--- config.mk ---
export PLATFORM = sky130hd
export DESIGN_NAME = xrr_cell
export DESIGN_NICKNAME = d
export VERILOG_FILES = /design/src/rtl/xrr_pkg.sv /design/src/rtl/xrr_cell.sv
export SDC_FILE = /design/constraint.sdc
export NUM_CORES = 1
export LEC_CHECK = 0
export BUFFER_PORTS_ARGS = -buffer_cell sky130_fd_sc_hd__buf_2
export CORE_ASPECT_RATIO = 0.9
export CORE_UTILIZATION = 35
export CTS_CLUSTER_DIAMETER = 30
export CTS_CLUSTER_SIZE = 40
export DETAILED_ROUTE_END_ITERATION = 6
export GPL_TIMING_DRIVEN = 0
export PLACE_DENSITY = 0.66
export SLEW_MARGIN = 20
export SYNTH_ARGS = -nofsm -noshare
export SYNTH_HDL_FRONTEND = slang
export SYNTH_SLANG_ARGS = --single-unit
--- constraint.sdc ---
create_clock -name clk -period 3.2 [get_ports clk]
set_input_delay 0.48 -clock clk [delete_from_list [all_inputs] [get_ports clk]]
set_output_delay 0.48 -clock clk [all_outputs]
set_load 0.1 [all_outputs]
--- src/rtl/xrr_pkg.sv ---
// ----------------------------------------------------------------------------
// xrr_pkg
// Shared types, codes and helpers of the ranged xorshift generator.
// ----------------------------------------------------------------------------
package xrr_pkg;

  localparam int unsigned HALF_W  = 16;
  localparam int unsigned WORD_W  = 2 * HALF_W;
  localparam int unsigned SHIFT_A = 5;
  localparam int unsigned SHIFT_B = 7;
  localparam int unsigned SHIFT_C = 4;

  localparam logic [HALF_W-1:0] SEED_FIRST_RST  = 16'd12345;
  localparam logic [HALF_W-1:0] SEED_SECOND_RST = 16'd54321;

  // operation codes
  localparam logic [1:0] OP_DRAW16 = 2'd0;
  localparam logic [1:0] OP_DRAW32 = 2'd1;
  localparam logic [1:0] OP_RESEED = 2'd2;

  // configuration register indexes
  localparam logic CFG_SEED_FIRST  = 1'b0;
  localparam logic CFG_SEED_SECOND = 1'b1;

  // what the chain carries for an item
  localparam logic [1:0] KIND_NONE   = 2'd0;
  localparam logic [1:0] KIND_DRAW16 = 2'd1;
  localparam logic [1:0] KIND_DRAW32 = 2'd2;

  typedef struct packed {
    logic [WORD_W-1:0] rem;      // partial remainder
    logic [WORD_W-1:0] raw;      // dividend bits, next one at the top
    logic [WORD_W-1:0] divisor;  // span + 1, zero for a full 32-bit span
    logic [WORD_W-1:0] low;
    logic [1:0]        kind;
    logic              err;
  } xrr_lane_t;

  // one generator step: returns the new second word
  function automatic logic [HALF_W-1:0] xrr_next(input logic [HALF_W-1:0] s1,
                                                 input logic [HALF_W-1:0] s2);
    logic [HALF_W-1:0] t;
    t = s1 ^ (s1 << SHIFT_A);
    return s2 ^ (s2 >> SHIFT_C) ^ t ^ (t >> SHIFT_B);
  endfunction

endpackage

--- src/rtl/xrr_cell.sv ---
// ----------------------------------------------------------------------------
// xrr_cell
// One restoring remainder step: shift in one dividend bit, subtract if it fits.
// ----------------------------------------------------------------------------
module xrr_cell
  import xrr_pkg::*;
(
  input  logic      clk,
  input  logic      rst_n,
  input  logic      en,
  input  logic      valid_in,
  input  xrr_lane_t lane_in,
  output logic      valid_out,
  output xrr_lane_t lane_out
);

  logic              valid_r;
  xrr_lane_t         lane_r, lane_nxt;
  logic [WORD_W:0]   shifted;
  logic [WORD_W:0]   diff;
  logic              fits;

  assign shifted = {lane_in.rem, lane_in.raw[WORD_W-1]};
  assign fits    = shifted >= {1'b0, lane_in.divisor};
  assign diff    = shifted - {1'b0, lane_in.divisor};

  // a zero divisor (full 32-bit span) always fits, so rem collects raw itself
  always_comb begin
    lane_nxt     = lane_in;
    lane_nxt.raw = {lane_in.raw[WORD_W-2:0], 1'b0};
    lane_nxt.rem = fits ? diff[WORD_W-1:0] : shifted[WORD_W-1:0];
  end

  always_ff @(posedge clk) begin
    if (!rst_n) begin
      valid_r <= 1'b0;
    end else if (en) begin
      valid_r <= valid_in;
    end
  end

  always_ff @(posedge clk) begin
    if (en) begin
      lane_r <= lane_nxt;
    end
  end

  assign valid_out = valid_r;
  assign lane_out  = lane_r;

endmodule

Word level (Yosys, flattened, before mapping)
Index checks and enable logic that the tools add are counted.
- input port bits: 135
- logic and storage cells: 10
- output and inout port bits: 132
- bits in registers: 131
- mux-type cells: 1
- magnitude comparators: 1
- add/sub/neg operators: 1
- operator list (kind ; number):
    $ge A33 B32 Y1 ; 1
    $mux W32 ; 1
    $sub A32 B32 Y32 ; 1

Longest topological paths before layout
- depth after elaboration: 2
- gate-level depth with buffers: 13
- mapped depth without buffers: 12

Worst setup path before layout
OpenSTA, ideal clock, no wires.
- kind: input port to flip-flop
- start: input lane_in[98] (netlist name)
- end: register lane_r (netlist bit lane_out[127]) (data pin)
- cell stages on the path: 12
- required time: 2.940 ns
- data arrival time: 2.785 ns
- setup time: 0.260 ns
- buffers on the path: 0
- setup slack: 0.155 ns
- cell sequence: inv_1 > ha_1 > inv_1 > fa_1 > a21o_1 > a221oi_4 > o2111ai_1 > a31o_1 > a221oi_4 > o221ai_2 > xor2_1 > mux2_2
- RTL lines (element ; RTL line ; text):
    from (decl) ; xrr_cell.sv:12 ; input xrr_lane_t lane_in,
    to (signal assigned) ; xrr_cell.sv:44 ; lane_r <= lane_nxt;
    to (decl) ; xrr_cell.sv:18 ; xrr_lane_t lane_r, lane_nxt;

==> impl_metrics.env <==
export IMPL_port_buffers=265
export IMPL_nFillCells=1600
export IMPL_rsz0062_at_grt="false"
export IMPL_status="finished, final reports clean"
export IMPL_detail_route_antenna_nets=0
export IMPL_p_leak_nw=3.68
export IMPL_fin_nets=936
export IMPL_die_area_mm2=0.0181
export IMPL_fin_ws_ps=188
export IMPL_cp_arrival_ps=3170
export IMPL_clockRootBuffer="clkbuf_16"
export IMPL_p_per_area_mw_per_mm2=713
export IMPL_maxSlewViolCount=0
export IMPL_yosysMostFrequentCell="edfxtp_1"
export IMPL_grt_pass1_vias=4448
export IMPL_netlist_area_mm2=0.00615
export IMPL_first_pass_iters=4
export IMPL_post_route_min_period_ps=3010
export IMPL_hold_depth=1
export IMPL_synth_edf_count=130
export IMPL_hold_ws_ps=231
export IMPL_cts_sinks=131
export IMPL_ys_ff_latch=131
export IMPL_htreeDepth=4
export IMPL_final_area_mm2=0.00842
export IMPL_finalHoldViolCount=0
export IMPL_syn_to_final_growth_pct=36.8
export IMPL_synth_top_cells_by_count="130 x edfxtp_1, 46 x inv_1, 46 x nand2_1"
export IMPL_wl_mm=16.6
export IMPL_pre_cts_ws_ps=-359
export IMPL_fin_worst_skew_ps=0
export IMPL_clkLatencyLatePin_ps=420
export IMPL_synth_largest_area_cell="edfxtp_1"
export IMPL_critPathRequiredTime_ps=3360
export IMPL_hold_path_class="in2reg"
export IMPL_cp_max_fo=4
export IMPL_die_w_um=142
export IMPL_grt_max_degree=72
export IMPL_gr_total_overflow=0
export IMPL_yosysWarnings=0
export IMPL_start_kind="input pin"
export IMPL_postSynthAreaPerCell_um2=12.8
export IMPL_syn_inst=480
export IMPL_synthArstFlopShare=0
export IMPL_ys_types=50
export IMPL_drt_iter0_drc=250
export IMPL_postSynthNetCount=648
export IMPL_critPathCaptureType="flip-flop"
export IMPL_hpwlAfterDp_mm=12.7
export IMPL_cts_hold_fix_buffers=0
export IMPL_via_count=4747
export IMPL_core_mm2=0.0170
export IMPL_fin_util=0.495
export IMPL_start_util=0.362
export IMPL_antenna_found_initial=0
export IMPL_setup_viol=0
export IMPL_place_gp_congestion=0.828
export IMPL_std_cell_rows=45
export IMPL_path_clk_slew_ps=60
export IMPL_fmax_ghz=0.332
export IMPL_via_per_inst=4.67
export IMPL_grt_pass1_wl_mm=24.4
export IMPL_drc=0
export IMPL_wl_per_cell_um=16.4
export IMPL_tightest_slew_ps=709
export IMPL_maxCapViolCount=0
export IMPL_cts_tree="done"
export IMPL_rr_worst_depth=2
export IMPL_numCtsBuffers=17
export IMPL_clockBufferDepth=2
export IMPL_die_height_um=128
export IMPL_peakVddDrop_uv=352
export IMPL_maxSlewHeadroom=0.523
export IMPL_synth_area_leaders="edfxtp_1 63%, ha_1 6.5%, inv_1 2.8%, nand2_1 2.8%, a21oi_1 2.4%"
export IMPL_ys_seq_area_frac=0.638
export IMPL_timing_worst_setup_path_type="in2reg"
export IMPL_track_usage=0.184
export IMPL_synth_ff_type="edfxtp_1"
export IMPL_placed_area_mm2=0.00781
export IMPL_drive_gt1_frac=0.401
export IMPL_ios=267
export IMPL_synth_top_cell_area_share=0.635
export IMPL_period_share=0.941
layout by cell type, fill, tap and decap left out, types with 4 or more instances in the layout:
master      count
a21o_1          7
a21oi_1        30
a31oi_1         4
buf_2         265
buf_4           6
clkbuf_1       13
clkbuf_16      17
clkinvlp_4      4
edfxtp_1      130
ha_1           32
inv_1          46
inv_6           7
mux2_2          4
nand2_1        46
nand2b_1        5
nand3_1         5
nand4_1         8
nor2_1         17
nor3_1          5
o211ai_1        5
o21a_1          8
o21ai_0        30
o21ai_1         8
o21bai_1        5
o31ai_1         4
xnor2_1        13
xor2_1         13
final timing paths:
| path | startpoint | end | slack, ps |
|---|---|---|---|
| min reg2reg | valid_out | valid_out | 520 |
| max reg2reg | valid_out | valid_out | 2620 |
| min | lane_in[0] | lane_out[0] | 230 |
| max | lane_in[98] | lane_out[127] | 190 |
critical path: stages:
cell and delay (ps):
buf_2 100, inv_1 50, ha_1 140, inv_1 50
fa_1 400, a21o_1 220, a221oi_4 360, o2111ai_2 160
a31o_1 280, a221oi_4 340, o221ai_2 160, xor2_1 160
mux2_2 270
flip-flops by register name (all words and copies together), names as in the netlist:
name and flops:
lane_out 130, valid_out 1
routing by layer:
metal / track usage / wire, µm
met2: 0.312 / 8280
met4: 0.0702 / 162
met3: 0.0639 / 1230
met5: 0 / 0
met1: 0.215 / 6970
metrics by stage:
| step | std cells | setup TNS (ps) | total power [mW] |
|---|---|---|---|
| global placement | 980 | -5620 | 4.14 |
| CTS | 1013 | 0 | 6.05 |
| floorplan | 480 | 0 | 3.76 |
| global route | 1016 | 0 | 6.23 |
| detailed placement | 981 | -4740 | 4.15 |
| finish | 1017 | 0 | 6.00 |
layout make-up:
cell class | count | area (µm²) | share of cell area
diodes | 1 | 2.50 | 0.000297
plain buffers | 16 | 72.6 | 0.00862
clock buffers | 18 | 429 | 0.0510
clock inverters | 14 | 141 | 0.0168
inverters | 46 | 173 | 0.0205
multi-input cells | 287 | 1990 | 0.237
flip-flops and latches | 131 | 3920 | 0.466
well taps | 235 | 294 | 0.0349
repair buffers | 269 | 1390 | 0.165
report_power, final:
part	total, mW	switching, mW	leakage [nW]	internal (mW)
combinational	1.99	1.63	2.14	0.366
sequential	2.12	0.0352	1.28	2.09
clock	1.88	0.792	0.267	1.09
cells by family (layout without fill, tap and decap cells):
group | after synthesis | count (layout) | share of synthesized area
adders and majority gates | 33 | 33 | 0.0683
buffers and inverters | 62 | 363 | 0.0399
AOI/OAI and AO/OA | 123 | 123 | 0.132
DFF | 131 | 131 | 0.638
and+or+nand+nor | 98 | 98 | 0.0734
xor gates and xnor gates | 26 | 26 | 0.0370
muxes | 6 | 6 | 0.0108
other | 1 | 2 | 0.000610
repair_timing:
item | 4_1_cts | 5_1_grt
setup buffers | 0 | 3
gates resized for setup | 0 | 2
endpoints found under the setup margin | 0 | 4
(Power assumes the default switching activity.)
