File: config.mk
export PLATFORM = sky130hd
export DESIGN_NAME = xrr_gen
export DESIGN_NICKNAME = d
export VERILOG_FILES = /design/src/rtl/xrr_pkg.sv /design/src/rtl/xrr_gen.sv
export SDC_FILE = /design/constraint.sdc
export NUM_CORES = 1
export LEC_CHECK = 0
export BUFFER_PORTS_ARGS = -buffer_cell sky130_fd_sc_hd__buf_4
export CORE_ASPECT_RATIO = 0.8
export CORE_MARGIN = 4
export CORE_UTILIZATION = 37
export DETAILED_ROUTE_END_ITERATION = 10
export SYNTH_ARGS = -nofsm -noshare
export SYNTH_HDL_FRONTEND = slang
export SYNTH_SLANG_ARGS = --single-unit
File: constraint.sdc
create_clock -name clk -period 1.89 [get_ports clk]
set_input_delay 0.189 -clock clk [delete_from_list [all_inputs] [get_ports clk]]
set_output_delay 0.189 -clock clk [all_outputs]
set_load 0.02 [all_outputs]
File: src/rtl/xrr_pkg.sv
// ----------------------------------------------------------------------------
// xrr_pkg
// Shared types, codes and helpers of the ranged xorshift generator.
// ----------------------------------------------------------------------------
package xrr_pkg;

  localparam int unsigned HALF_W  = 16;
  localparam int unsigned WORD_W  = 2 * HALF_W;
  localparam int unsigned SHIFT_A = 5;
  localparam int unsigned SHIFT_B = 7;
  localparam int unsigned SHIFT_C = 4;

  localparam logic [HALF_W-1:0] SEED_FIRST_RST  = 16'd12345;
  localparam logic [HALF_W-1:0] SEED_SECOND_RST = 16'd54321;

  // operation codes
  localparam logic [1:0] OP_DRAW16 = 2'd0;
  localparam logic [1:0] OP_DRAW32 = 2'd1;
  localparam logic [1:0] OP_RESEED = 2'd2;

  // configuration register indexes
  localparam logic CFG_SEED_FIRST  = 1'b0;
  localparam logic CFG_SEED_SECOND = 1'b1;

  // what the chain carries for an item
  localparam logic [1:0] KIND_NONE   = 2'd0;
  localparam logic [1:0] KIND_DRAW16 = 2'd1;
  localparam logic [1:0] KIND_DRAW32 = 2'd2;

  typedef struct packed {
    logic [WORD_W-1:0] rem;      // partial remainder
    logic [WORD_W-1:0] raw;      // dividend bits, next one at the top
    logic [WORD_W-1:0] divisor;  // span + 1, zero for a full 32-bit span
    logic [WORD_W-1:0] low;
    logic [1:0]        kind;
    logic              err;
  } xrr_lane_t;

  // one generator step: returns the new second word
  function automatic logic [HALF_W-1:0] xrr_next(input logic [HALF_W-1:0] s1,
                                                 input logic [HALF_W-1:0] s2);
    logic [HALF_W-1:0] t;
    t = s1 ^ (s1 << SHIFT_A);
    return s2 ^ (s2 >> SHIFT_C) ^ t ^ (t >> SHIFT_B);
  endfunction

endpackage

File: src/rtl/xrr_gen.sv
// ----------------------------------------------------------------------------
// xrr_gen
// Seed registers and the two state words; advances once per accepted item.
// ----------------------------------------------------------------------------
module xrr_gen
  import xrr_pkg::*;
(
  input  logic              clk,
  input  logic              rst_n,
  input  logic              cfg_we,
  input  logic              cfg_index,
  input  logic [HALF_W-1:0] cfg_data,
  input  logic              step,
  input  logic [1:0]        operation,
  output logic [WORD_W-1:0] raw,
  output logic              seed_error
);

  logic [HALF_W-1:0] seed_first_r, seed_second_r;
  logic [HALF_W-1:0] first_word_r, second_word_r;
  logic [HALF_W-1:0] first_word_nxt, second_word_nxt;
  logic [HALF_W-1:0] n1, n2;
  logic              seed_zero;

  assign n1        = xrr_next(first_word_r, second_word_r);
  assign n2        = xrr_next(second_word_r, n1);
  assign seed_zero = (seed_first_r == '0) || (seed_second_r == '0);

  always_comb begin
    first_word_nxt  = first_word_r;
    second_word_nxt = second_word_r;
    raw             = '0;
    seed_error      = 1'b0;
    unique case (operation)
      OP_DRAW16: begin
        first_word_nxt  = second_word_r;
        second_word_nxt = n1;
        raw             = {{HALF_W{1'b0}}, n1};
      end
      OP_DRAW32: begin
        first_word_nxt  = n1;
        second_word_nxt = n2;
        raw             = {n1, n2};
      end
      OP_RESEED: begin
        seed_error = seed_zero;
        if (!seed_zero) begin
          first_word_nxt  = seed_first_r;
          second_word_nxt = seed_second_r;
        end
      end
      default: begin
      end
    endcase
  end

  always_ff @(posedge clk) begin
    if (!rst_n) begin
      seed_first_r  <= SEED_FIRST_RST;
      seed_second_r <= SEED_SECOND_RST;
      first_word_r  <= SEED_FIRST_RST;
      second_word_r <= SEED_SECOND_RST;
    end else begin
      if (cfg_we) begin
        if (cfg_index == CFG_SEED_FIRST) begin
          seed_first_r <= cfg_data;
        end else begin
          seed_second_r <= cfg_data;
        end
      end
      if (step) begin
        first_word_r  <= first_word_nxt;
        second_word_r <= second_word_nxt;
      end
    end
  end

endmodule

# Word-level counts from Yosys, hierarchy flattened
# Index checks and enable logic that the tools add are counted.
# word_totals
reg_bits,64
word_cells,30
# op_classes
n_eq_ne,3
mux,6
n_bitwise,9
reduce_logical,8
# ops
op,count
case mux 16 bit (3 select lines),2
case mux 32 bit (2 select lines),1
XOR 16 bit,4
zero test 16 bit,2
2-to-1 mux 16 bit,2
XOR 16 x 12 -> 16 bit,2
XOR 16 x 9 -> 16 bit,2
AND reduction 2 bit,2
AND reduction 3 bit,1
nonzero test 3 bit,1
== test 2 x 1 -> 1 bit (second input constant),1
== test 2 bit (second input constant),1
zero test 2 bit,1
inequality test 2 bit (second input constant),1
logical OR 1 bit,1
2-to-1 mux 1 bit,1
NOT 1 bit,1

# Longest topological paths before layout
# Gate-level depths: netlist (run 1).
# logic_depth
word_depth,7
depth_mapped,9

# Worst setup path after synthesis (run 1)
# No wires, ideal clock.
# synth_path
kind,reg-to-output
from,reg second_word_r[12]
to,out raw[8]
arrival_ns,1.894
required_time_ns,1.701
slack_ns,-0.193
path_stages_with_launch,5
path_cell_list,dfxtp_1 -> xor3_1 -> xnor3_1 -> xor2_1 -> o21ai_0
# synth_via
elab_chain_cells,7
# synth_rtl
element,line,text
"start, declared",xrr_gen.sv:20,"logic [HALF_W-1:0] first_word_r, second_word_r;"
"start signal, assigned",xrr_gen.sv:73,second_word_r <= second_word_nxt;
XOR 16 x 12 -> 16 bit (*),xrr_pkg.sv:44,return s2 ^ (s2 >> SHIFT_C) ^ t ^ (t >> SHIFT_B);
XOR 16 bit (*),xrr_pkg.sv:44,
XOR 16 x 9 -> 16 bit (*),xrr_pkg.sv:44,
XOR 16 x 12 -> 16 bit,xrr_pkg.sv:44,
XOR 16 bit,xrr_pkg.sv:44,
XOR 16 x 9 -> 16 bit,xrr_pkg.sv:44,
case mux 32 bit (2 select lines) (*),xrr_gen.sv:34,unique case (operation)
"end, declared",xrr_gen.sv:15,"output logic [WORD_W-1:0] raw,"
# Mark *: on every way between the ends. The rest lies on a longest branch, timed or not.

# Worst setup path after layout (run 1)
# layout_path
from,reg first_word_r[9]
to,out raw[3]
# layout_via
elab_chain_cells,6
# layout_rtl
element,line,text
"start, declared",xrr_gen.sv:20,
"start signal, assigned",xrr_gen.sv:72,first_word_r <= first_word_nxt;
XOR 16 bit,xrr_pkg.sv:43,t = s1 ^ (s1 << SHIFT_A);
XOR 16 x 9 -> 16 bit,xrr_pkg.sv:44,
XOR 16 x 12 -> 16 bit,xrr_pkg.sv:44,
XOR 16 bit,xrr_pkg.sv:44,
XOR 16 x 9 -> 16 bit,xrr_pkg.sv:44,
case mux 32 bit (2 select lines),xrr_gen.sv:34,
# Every way passes these cells.

==> impl_metrics.py, run 1 <==
metrics = {
    "setup_path": {
        "endpoint_kind": "output port",
        "worstPathMaxFanout": 4,
        "startpoint_type": "flop",
        "worstSetupPathType": "flop to output port",
        "critPathArrivalTime_ns": 2.07,
        "required_ns": 1.70,
        "max_stage_delay_ns": 0.49,
        "crit_chain": "xor2_4 -> xnor3_2 -> xnor3_1 -> a22o_1 -> buf_6",
        "slowest_stage": "xnor3_2",
        "worst_r2r_startpoint": "first_word_r[10]",
        "cp-startpoint": "first_word_r[9]",
    },
    "yosys": {
        "synth-edff-count": 0,
        "synth_common_cells": "95 x nand2_1, 64 x dfxtp_1, 45 x clkbuf_1",
        "ys_top_cells_by_area": "dfxtp_1 29%, xnor2_1 8.1%, nand2_1 8.1%",
        "synth_ff_type": "dfxtp_1",
        "syn-instance-count": 535,
        "synthDistinctLibCells": 58,
        "synthArstFlopShare": 0,
        "synth_top_area_frac": 0.291,
        "syn_nets": 561,
        "syn_area_um2": 4410,
        "syn_avg_cell_area_um2": 8.24,
        "yosysMostFrequentCell": "nand2_1",
        "yosysTopAreaCell": "dfxtp_1",
        "synth-seq-cells": 64,
        "yosysWarningCount": 0,
        "synth_seq_area_share": 0.291,
    },
    "drt": {
        "wl_per_cell_um": 21.9,
        "viasPerCell": 5.86,
        "first_pass_iters": 5,
        "finalWirelength_um": 18600,
        "num_vias": 4973,
        "detail-route-antenna-nets": 0,
        "drc": 0,
        "drtIter0Drc": 427,
    },
    "cells_and_area": {
        "multi_input_area_um2": 3710,
        "final_cell_count_no_fill": 848,
        "diodes": 0,
        "layout.nets": 721,
        "drive_gt1_frac": 0.516,
        "syn_to_final_growth_pct": 68.8,
        "post-route-cell-area_um2": 7440,
        "seq_area_um2": 1370,
        "n_fill_cell": 899,
    },
    "clocking": {
        "insertion_delay_ns": 0.34,
        "cts_buffer_depth": 2,
        "numCtsBuffers": 9,
        "cts_tree": "yes",
        "clockRootBuffer": "clkbuf_16",
        "clk_pin_slew_ns": 0.06,
        "cts_sinks": 64,
        "htreeDepth": 3,
    },
    "place": {
        "place_congestion": 0.901,
        "portBuffers": 55,
        "post-dp-hpwl_um": 12500,
        "place_area_um2": 5680,
        "placed_cells": 792,
    },
    "timing": {
        "fmax_mhz": 444,
        "clock_skew_ns": 0.00600,
        "min_period_ns": 2.25,
        "drv_slew": 0,
        "worstMarginPinSlew_ns": 1.22,
        "relSlewSlack": 0.188,
        "setup-tns-final_ns": -5.61,
        "finalHoldViolations": 0,
        "setup_viol": 28,
        "post-route-period-util": 1.19,
        "rsz0062_at_grt": "yes",
        "setup_ws_ns": -0.365,
        "hold-worst-slack_ns": 0.0654,
    },
    "power_and_ir_drop": {
        "pwr-share-comb": 0.537,
        "p_sw_mw": 2.70,
        "swShare": 0.352,
        "p_per_area_nw_per_um2": 1030,
        "p_clk_frac": 0.251,
        "irDropWorstVdd_mv": 0.649,
        "p_leak_nw": 3.18,
        "internal_power_mw": 4.97,
        "finalPower_mw": 7.67,
        "pwr-share-seq": 0.212,
    },
    "floorplanning": {
        "fp.dieW_um": 130,
        "die-area_um2": 13700,
        "die_y_um": 106,
        "start_util": 0.380,
        "row_count": 35,
        "core_area_um2": 11600,
        "ios": 56,
    },
    "grt": {
        "grt.busiest_layer": "met2",
        "grt_pass1_vias": 4717,
        "grt_pass1_wl_um": 27500,
        "use_met2": 0.386,
        "antenna_found_initial": 0,
        "grt_start_max_net_pins": 33,
        "grtUsageMet3": 0.0562,
        "grtUsageTotal": 0.265,
        "grt_overflow_total": 0,
        "gr-usage-met1": 0.375,
    },
    "worst_hold_path": {
        "holdCritStartpoint": "cfg_data[5]",
        "hp-class": "input pin to flop",
    },
    "status": {
        "status": "finished, violations left",
        "violations": "negative setup slack",
    },
    "flow_run": {
        "cap_violations": 0,
    },
}
==> worst max-delay path, delay by kind of cell (launching register included) <==
family                 cells  cell delay (ns)
flip-flops                 1             0.41
buffers and inverters      1             0.14
XOR/XNOR                   3             0.94
AO/OA/AOI/OAI              1             0.24
==> sequential cells by signal, indices dropped and copies added (netlist names) <==
signal / cells
first_word_r: 16
second_word_r: 16
seed_first_r: 16
seed_second_r: 16
==> cells by family after synthesis <==
family	count (synthesis)	synth area share
buffers and inverters	64	0.0573
and+or+nand+nor	183	0.191
DFF	64	0.291
AOI/OAI and AO/OA	143	0.221
xor gates and xnor gates	77	0.230
adders and majority gates	3	0.00851
muxes	1	0.00227
==> timing repair <==
item	in CTS	in global routing
endpoints found under the hold margin	0	0
setup endpoints to repair	39	55
setup buffers	34	17
gates resized for setup	144	101
pin swaps	51	32
hold buffers	0	0
==> power by group through the flow <==
| stage | clock network, mW | registers, mW | logic, mW |
|---|---|---|---|
| floorplan | 0 | 1.55 | 1.82 |
| global placement | 0 | 1.59 | 2.87 |
| detailed placement | 0 | 1.60 | 2.89 |
| CTS | 1.93 | 1.60 | 3.62 |
| global route | 2.00 | 1.63 | 4.30 |
| finish | 1.92 | 1.63 | 4.12 |
==> placed cells by master, fill, tap and decap left out, types with 7 or more instances in the layout <==
cell type	instances
buf_4	134
nand2_1	94
buf_6	66
a21oi_1	35
dfxtp_2	28
o21ai_0	24
dfxtp_1	21
xnor2_2	19
xnor2_4	17
nand3_1	16
nor2_1	15
dfxtp_4	15
nor4_1	10
xnor3_1	9
clkbuf_16	9
and2_1	8
and2_4	8
inv_1	8
a31oi_1	8
xnor2_1	7
o2111ai_1	7
==> final timing paths <==
kind	endpoint	slack [ns]	cells after the start
max	raw[3]	-0.36	5
max reg2reg	first_word_r[8]	-0.28	9
min reg2reg	seed_second_r[2]	0.48	2
min	seed_second_r[5]	0.07	3
==> routing by layer <==
metal / up-vias / part of all wire / routed length [um]
met5: - / 0 / 0
met1: 2376 / 0.42 / 7870
met2: 323 / 0.44 / 8210
li1: 2224 / - / -
met4: 0 / 0.038 / 706
met3: 50 / 0.095 / 1770
==> through the flow <==
step | util | setup slack [ns]
2_1_floorplan | - | -0.0410
3_3_place_gp | 0.489 | -0.345
3_5_place_dp | 0.489 | -0.375
4_1_cts | 0.594 | -0.362
5_1_grt | 0.642 | -0.419
6_report | 0.642 | -0.365
==> final cells by class <==
type                    instances  area share
multi-input cells             407       0.498
repair buffers                203       0.242
flip-flops and latches         64       0.184
clock buffers                  10      0.0308
well taps                     148      0.0249
clock inverters                 6      0.0145
inverters                      10     0.00504
Power figures use the tool's default switching activity.
==> run 2, diff against run 1 <==
Settings changed: ABC_CLOCK_PERIOD_IN_PS set to 1890, CELL_PAD_IN_SITES_DETAIL_PLACEMENT set to 0, CELL_PAD_IN_SITES_GLOBAL_PLACEMENT set to 2, CORE_UTILIZATION 37 to 32, PLACE_DENSITY_LB_ADDON set to 0.1, RECOVER_POWER set to 100.
==> impl_metrics.py, run 2 (synthesized netlist as in run 1, its figures left out) <==
metrics = {
    "timing": {
        "setup_ws_ns": -0.384,
        "post-route-period-util": 1.20,
        "rsz0062_at_grt": "yes",
        "fmax_mhz": 440,
        "drv_slew": 0,
        "clock_skew_ns": 0.00874,
        "setup_viol": 26,
        "finalHoldViolations": 0,
        "setup-tns-final_ns": -4.40,
        "worstMarginPinSlew_ns": 0.922,
        "relSlewSlack": 0.385,
        "min_period_ns": 2.27,
    },
    "cells_and_area": {
        "syn_to_final_growth_pct": 69.0,
        "post-route-cell-area_um2": 7450,
        "n_fill_cell": 1262,
        "diodes": 0,
        "final_cell_mix": "137 x buf_4, 92 x nand2_1, 60 x buf_6",
        "drive_gt1_frac": 0.520,
        "layout.nets": 727,
        "mostFrequentLayoutCell": "buf_4",
        "final_cell_count_no_fill": 886,
    },
    "status": {
        "violations": "negative setup slack",
        "status": "finished, violations left",
    },
    "place": {
        "portBuffers": 55,
        "post-dp-hpwl_um": 13400,
        "placed_cells": 835,
        "place_area_um2": 5860,
        "place_congestion": 0.880,
    },
    "drt": {
        "drc": 0,
        "first_pass_iters": 5,
        "wl_per_cell_um": 21.2,
        "detail-route-antenna-nets": 0,
        "num_vias": 4689,
        "finalWirelength_um": 18800,
        "viasPerCell": 5.29,
        "drtIter0Drc": 384,
    },
    "clocking": {
        "cts_buffer_depth": 2,
        "insertion_delay_ns": 0.34,
        "cts_sinks": 64,
        "cts_tree": "yes",
        "htreeDepth": 3,
        "clk_pin_slew_ns": 0.06,
        "clockRootBuffer": "clkbuf_16",
        "numCtsBuffers": 9,
    },
    "power_and_ir_drop": {
        "irDropWorstVdd_mv": 0.517,
        "p_leak_nw": 3.18,
        "p_per_area_nw_per_um2": 990,
    },
    "grt": {
        "grt_overflow_total": 0,
        "grtUsageTotal": 0.241,
        "grt_pass1_wl_um": 29000,
        "grt_start_max_net_pins": 33,
        "antenna_found_initial": 0,
        "grt_pass1_vias": 4794,
    },
    "setup_path": {
        "cp-startpoint": "second_word_r[5]",
        "worstSetupPathType": "flop to output port",
        "endpoint_kind": "output port",
        "worstPathMaxFanout": 2,
        "reg2reg_depth": 8,
        "startpoint_type": "flop",
        "crit_end": "raw[1]",
        "worst_r2r_startpoint": "first_word_r[15]",
        "r2r-end": "second_word_r[8]",
        "reg2reg_slack_ns": -0.19,
        "required_ns": 1.70,
        "critPathArrivalTime_ns": 2.09,
    },
    "floorplanning": {
        "core_area_um2": 13600,
        "fp.dieW_um": 139,
        "ios": 56,
        "start_util": 0.325,
        "row_count": 38,
        "die_y_um": 113,
        "die-area_um2": 15700,
    },
    "worst_hold_path": {
        "hp-class": "input pin to flop",
    },
    "flow_run": {
        "cap_violations": 0,
    },
}
## run 2: cell types whose count changed in the layout (fill, tap and decap cells not counted), moves of 3 or more
cell     before  now
dfxtp_1      21   24
nor4_1       10    7
xnor2_4      17   13
o21ai_1       2    5
dfxtp_4      15   12
buf_4       134  137
buf_12        2    6
buf_6        66   60
xnor2_2      19   22
## run 2: worst max-delay path, cell delays in order, from the launching register on
cell	delay (ns)
dfxtp_4	0.35
xnor2_2	0.16
xnor3_2	0.50
xnor3_1	0.40
a22o_1	0.21
buf_6	0.13
## run 2: stage by stage
stage / power [mW] / setup WS (ns) / util / hold slack (ns)
global route: 7.70 / -0.434 / 0.550 / 0.0860
detailed placement: 4.57 / -0.265 / 0.433 / 0.418
finish: 7.38 / -0.384 / 0.550 / 0.0790
floorplan: 3.37 / -0.0410 / - / 0.313
global placement: 4.58 / -0.244 / 0.433 / 0.410
CTS: 7.06 / -0.373 / 0.521 / 0.0711
## run 2: how the worst min path moves through the flow
stage                 startpoint                 to  slack (ns)  cells after the start
floorplan           cfg_data[12]   seed_first_r[12]        0.31                      2
global route         cfg_data[0]    seed_first_r[0]        0.09                      3
detailed placement  cfg_data[14]  seed_second_r[14]        0.42                      3
global placement     cfg_data[3]    seed_first_r[3]        0.41                      3
finish               cfg_data[0]    seed_first_r[0]        0.08                      3
CTS                  cfg_data[3]    seed_first_r[3]        0.07                      3
## run 2: metal layers
metal | vias to the layer above | routed length (um) | GRT usage | part of all wire
met1 | 2304 | 9220 | 0.358 | 0.49
li1 | 2229 | - | - | -
met2 | 135 | 8120 | 0.356 | 0.43
met4 | 0 | 392 | 0.0711 | 0.021
met3 | 21 | 1060 | 0.0460 | 0.056
met5 | - | 0 | 0 | 0
## run 2: layout make-up
cell class                      instances  area (um2)  share of cell area
Sequential cell                        64        1360               0.183
Clock inverter                          6        58.8             0.00789
Multi-Input combinational cell        407        3660               0.491
Tap cell                              180         225              0.0302
Timing Repair Buffer                  209        1880               0.253
Clock buffer                           10         229              0.0307
Inverter                               10        37.5             0.00504
## run 2: report_power, final
| part | total (mW) | switching, mW | internal, mW |
|---|---|---|---|
| clock network | 1.67 | 0.657 | 1.02 |
| logic | 4.09 | 1.83 | 2.26 |
| registers | 1.62 | 0.154 | 1.46 |
## run 2: what timing repair did
action / in CTS / in global routing
hold buffers: 0 / 0
setup buffers: 33 / 10
gates resized for setup: 157 / 90
pin swaps: 49 / 45
setup endpoints to repair: 41 / 57
==> run 3, diff against run 2 <==
Settings changed: BUFFER_PORTS_ARGS -buffer_cell sky130_fd_sc_hd__buf_4 to unset, CORE_UTILIZATION 32 to 35, DONT_BUFFER_PORTS set to 1.
==> impl_metrics.py, run 3 (synthesized netlist as in run 1, its figures left out) <==
metrics = {
    "status": {
        "status": "finished, violations left",
        "violations": "negative setup slack",
    },
    "floorplanning": {
        "die_y_um": 108,
        "fp.dieW_um": 133,
        "core_area_um2": 12300,
        "start_util": 0.360,
        "ios": 56,
        "die-area_um2": 14500,
        "row_count": 36,
    },
    "flow_run": {
        "cap_violations": 0,
    },
    "place": {
        "portBuffers": 0,
        "post-dp-hpwl_um": 13300,
        "placed_cells": 775,
        "place_congestion": 0.934,
        "post-place-ws_ns": -0.288,
    },
    "clocking": {
        "cts_sinks": 64,
        "clk_pin_slew_ns": 0.05,
        "htreeDepth": 3,
        "clockRootBuffer": "clkbuf_16",
        "insertion_delay_ns": 0.33,
        "numCtsBuffers": 9,
        "cts_tree": "yes",
        "cts_buffer_depth": 2,
    },
    "cells_and_area": {
        "final_cell_mix": "102 x buf_4, 91 x nand2_1, 42 x buf_6",
        "drive_gt1_frac": 0.442,
        "diodes": 0,
        "n_fill_cell": 1106,
        "final_cell_count_no_fill": 843,
        "syn_to_final_growth_pct": 60.2,
        "multi_input_area_um2": 3610,
        "seq_area_um2": 1350,
        "mostFrequentLayoutCell": "buf_4",
        "layout.nets": 694,
    },
    "power_and_ir_drop": {
        "irDropWorstVdd_mv": 0.537,
        "p_per_area_nw_per_um2": 1020,
        "p_leak_nw": 2.94,
    },
    "grt": {
        "grt_pass1_vias": 4504,
        "grt_pass1_wl_um": 27900,
        "grt_start_max_net_pins": 37,
        "grt_overflow_total": 0,
        "grtUsageTotal": 0.256,
        "antenna_found_initial": 0,
    },
    "setup_path": {
        "worstPathMaxFanout": 4,
        "critPathArrivalTime_ns": 2.05,
        "endpoint_kind": "output port",
        "required_ns": 1.70,
        "startpoint_type": "flop",
        "worstSetupPathType": "flop to output port",
    },
    "drt": {
        "drc": 0,
        "first_pass_iters": 5,
        "detail-route-antenna-nets": 0,
        "viasPerCell": 5.57,
        "drtIter0Drc": 446,
        "finalWirelength_um": 18800,
        "num_vias": 4694,
        "wl_per_cell_um": 22.4,
    },
    "timing": {
        "setup_viol": 31,
        "drv_slew": 0,
        "setup-tns-final_ns": -4.78,
        "min_period_ns": 2.24,
        "finalHoldViolations": 0,
        "relSlewSlack": 0.158,
        "setup_ws_ns": -0.352,
        "worstMarginPinSlew_ns": 1.26,
        "clock_skew_ns": 0.0102,
        "post-route-period-util": 1.19,
        "rsz0062_at_grt": "yes",
        "fmax_mhz": 446,
    },
    "worst_hold_path": {
        "hp-class": "input pin to flop",
    },
}
run 3: cell count changes in the layout (fill, tap and decap cells not counted), sizes merged:
cell and change:
buf -56, dlygate4sd3 +18, clkbuf +7, clkinv -2
bufinv -1, clkinvlp +1, inv -1
run 3: power breakdown:
part	internal [mW]	switching, mW
clock network	0.948	0.629
logic	2.14	1.85
registers	1.46	0.150
run 3: area by class of cell:
type,instances,area share
clock inverter,3,0.00248
multi-input combinational,407,0.511
tap,171,0.0303
inverter,10,0.00531
timing repair buffer,176,0.224
sequential,64,0.191
clock buffer,12,0.0363
run 3: worst max-delay path, stage by stage (launching register included):
cell	delay, ns
dfxtp_2	0.33
buf_6	0.13
xnor2_4	0.14
xnor3_2	0.48
buf_6	0.14
xnor3_1	0.23
a22o_4	0.28
run 3: through the flow:
stage | hold WS (ns) | area (um2) | power [mW] | util
floorplan | 0.313 | 4480 | 3.37 | -
global placement | 0.277 | 5460 | 4.33 | 0.446
detailed placement | 0.278 | 5460 | 4.33 | 0.446
CTS | 0.00237 | 6610 | 6.66 | 0.539
global route | 0.00694 | 7070 | 7.45 | 0.577
finish | 0.0115 | 7070 | 7.18 | 0.577
run 3: repair_timing:
item                                   in CTS  in global routing
pin swaps                                  38                 50
endpoints found under the hold margin      40                  1
gates resized for setup                   126                 81
setup buffers                              21                 21
setup endpoints to repair                  39                 51
hold buffers                               17                  1
cloned                                      0                  0
run 3: layer usage:
metal	track usage	part of all wire	vias to the layer above
met4	0.0837	0.032	0
met5	0	0	-
met1	0.387	0.47	2286
met2	0.364	0.43	197
met3	0.0512	0.074	37
li1	-	-	2174
run 3: path summary, 6_finish.rpt:
check | from | to | slack (ns) | cells past startpoint
min | cfg_data[15] | seed_first_r[15] | 0.01 | 2
min reg2reg | seed_second_r[3] | seed_second_r[3] | 0.50 | 2
max reg2reg | first_word_r[7] | second_word_r[5] | -0.24 | 8
max | first_word_r[7] | raw[1] | -0.35 | 6
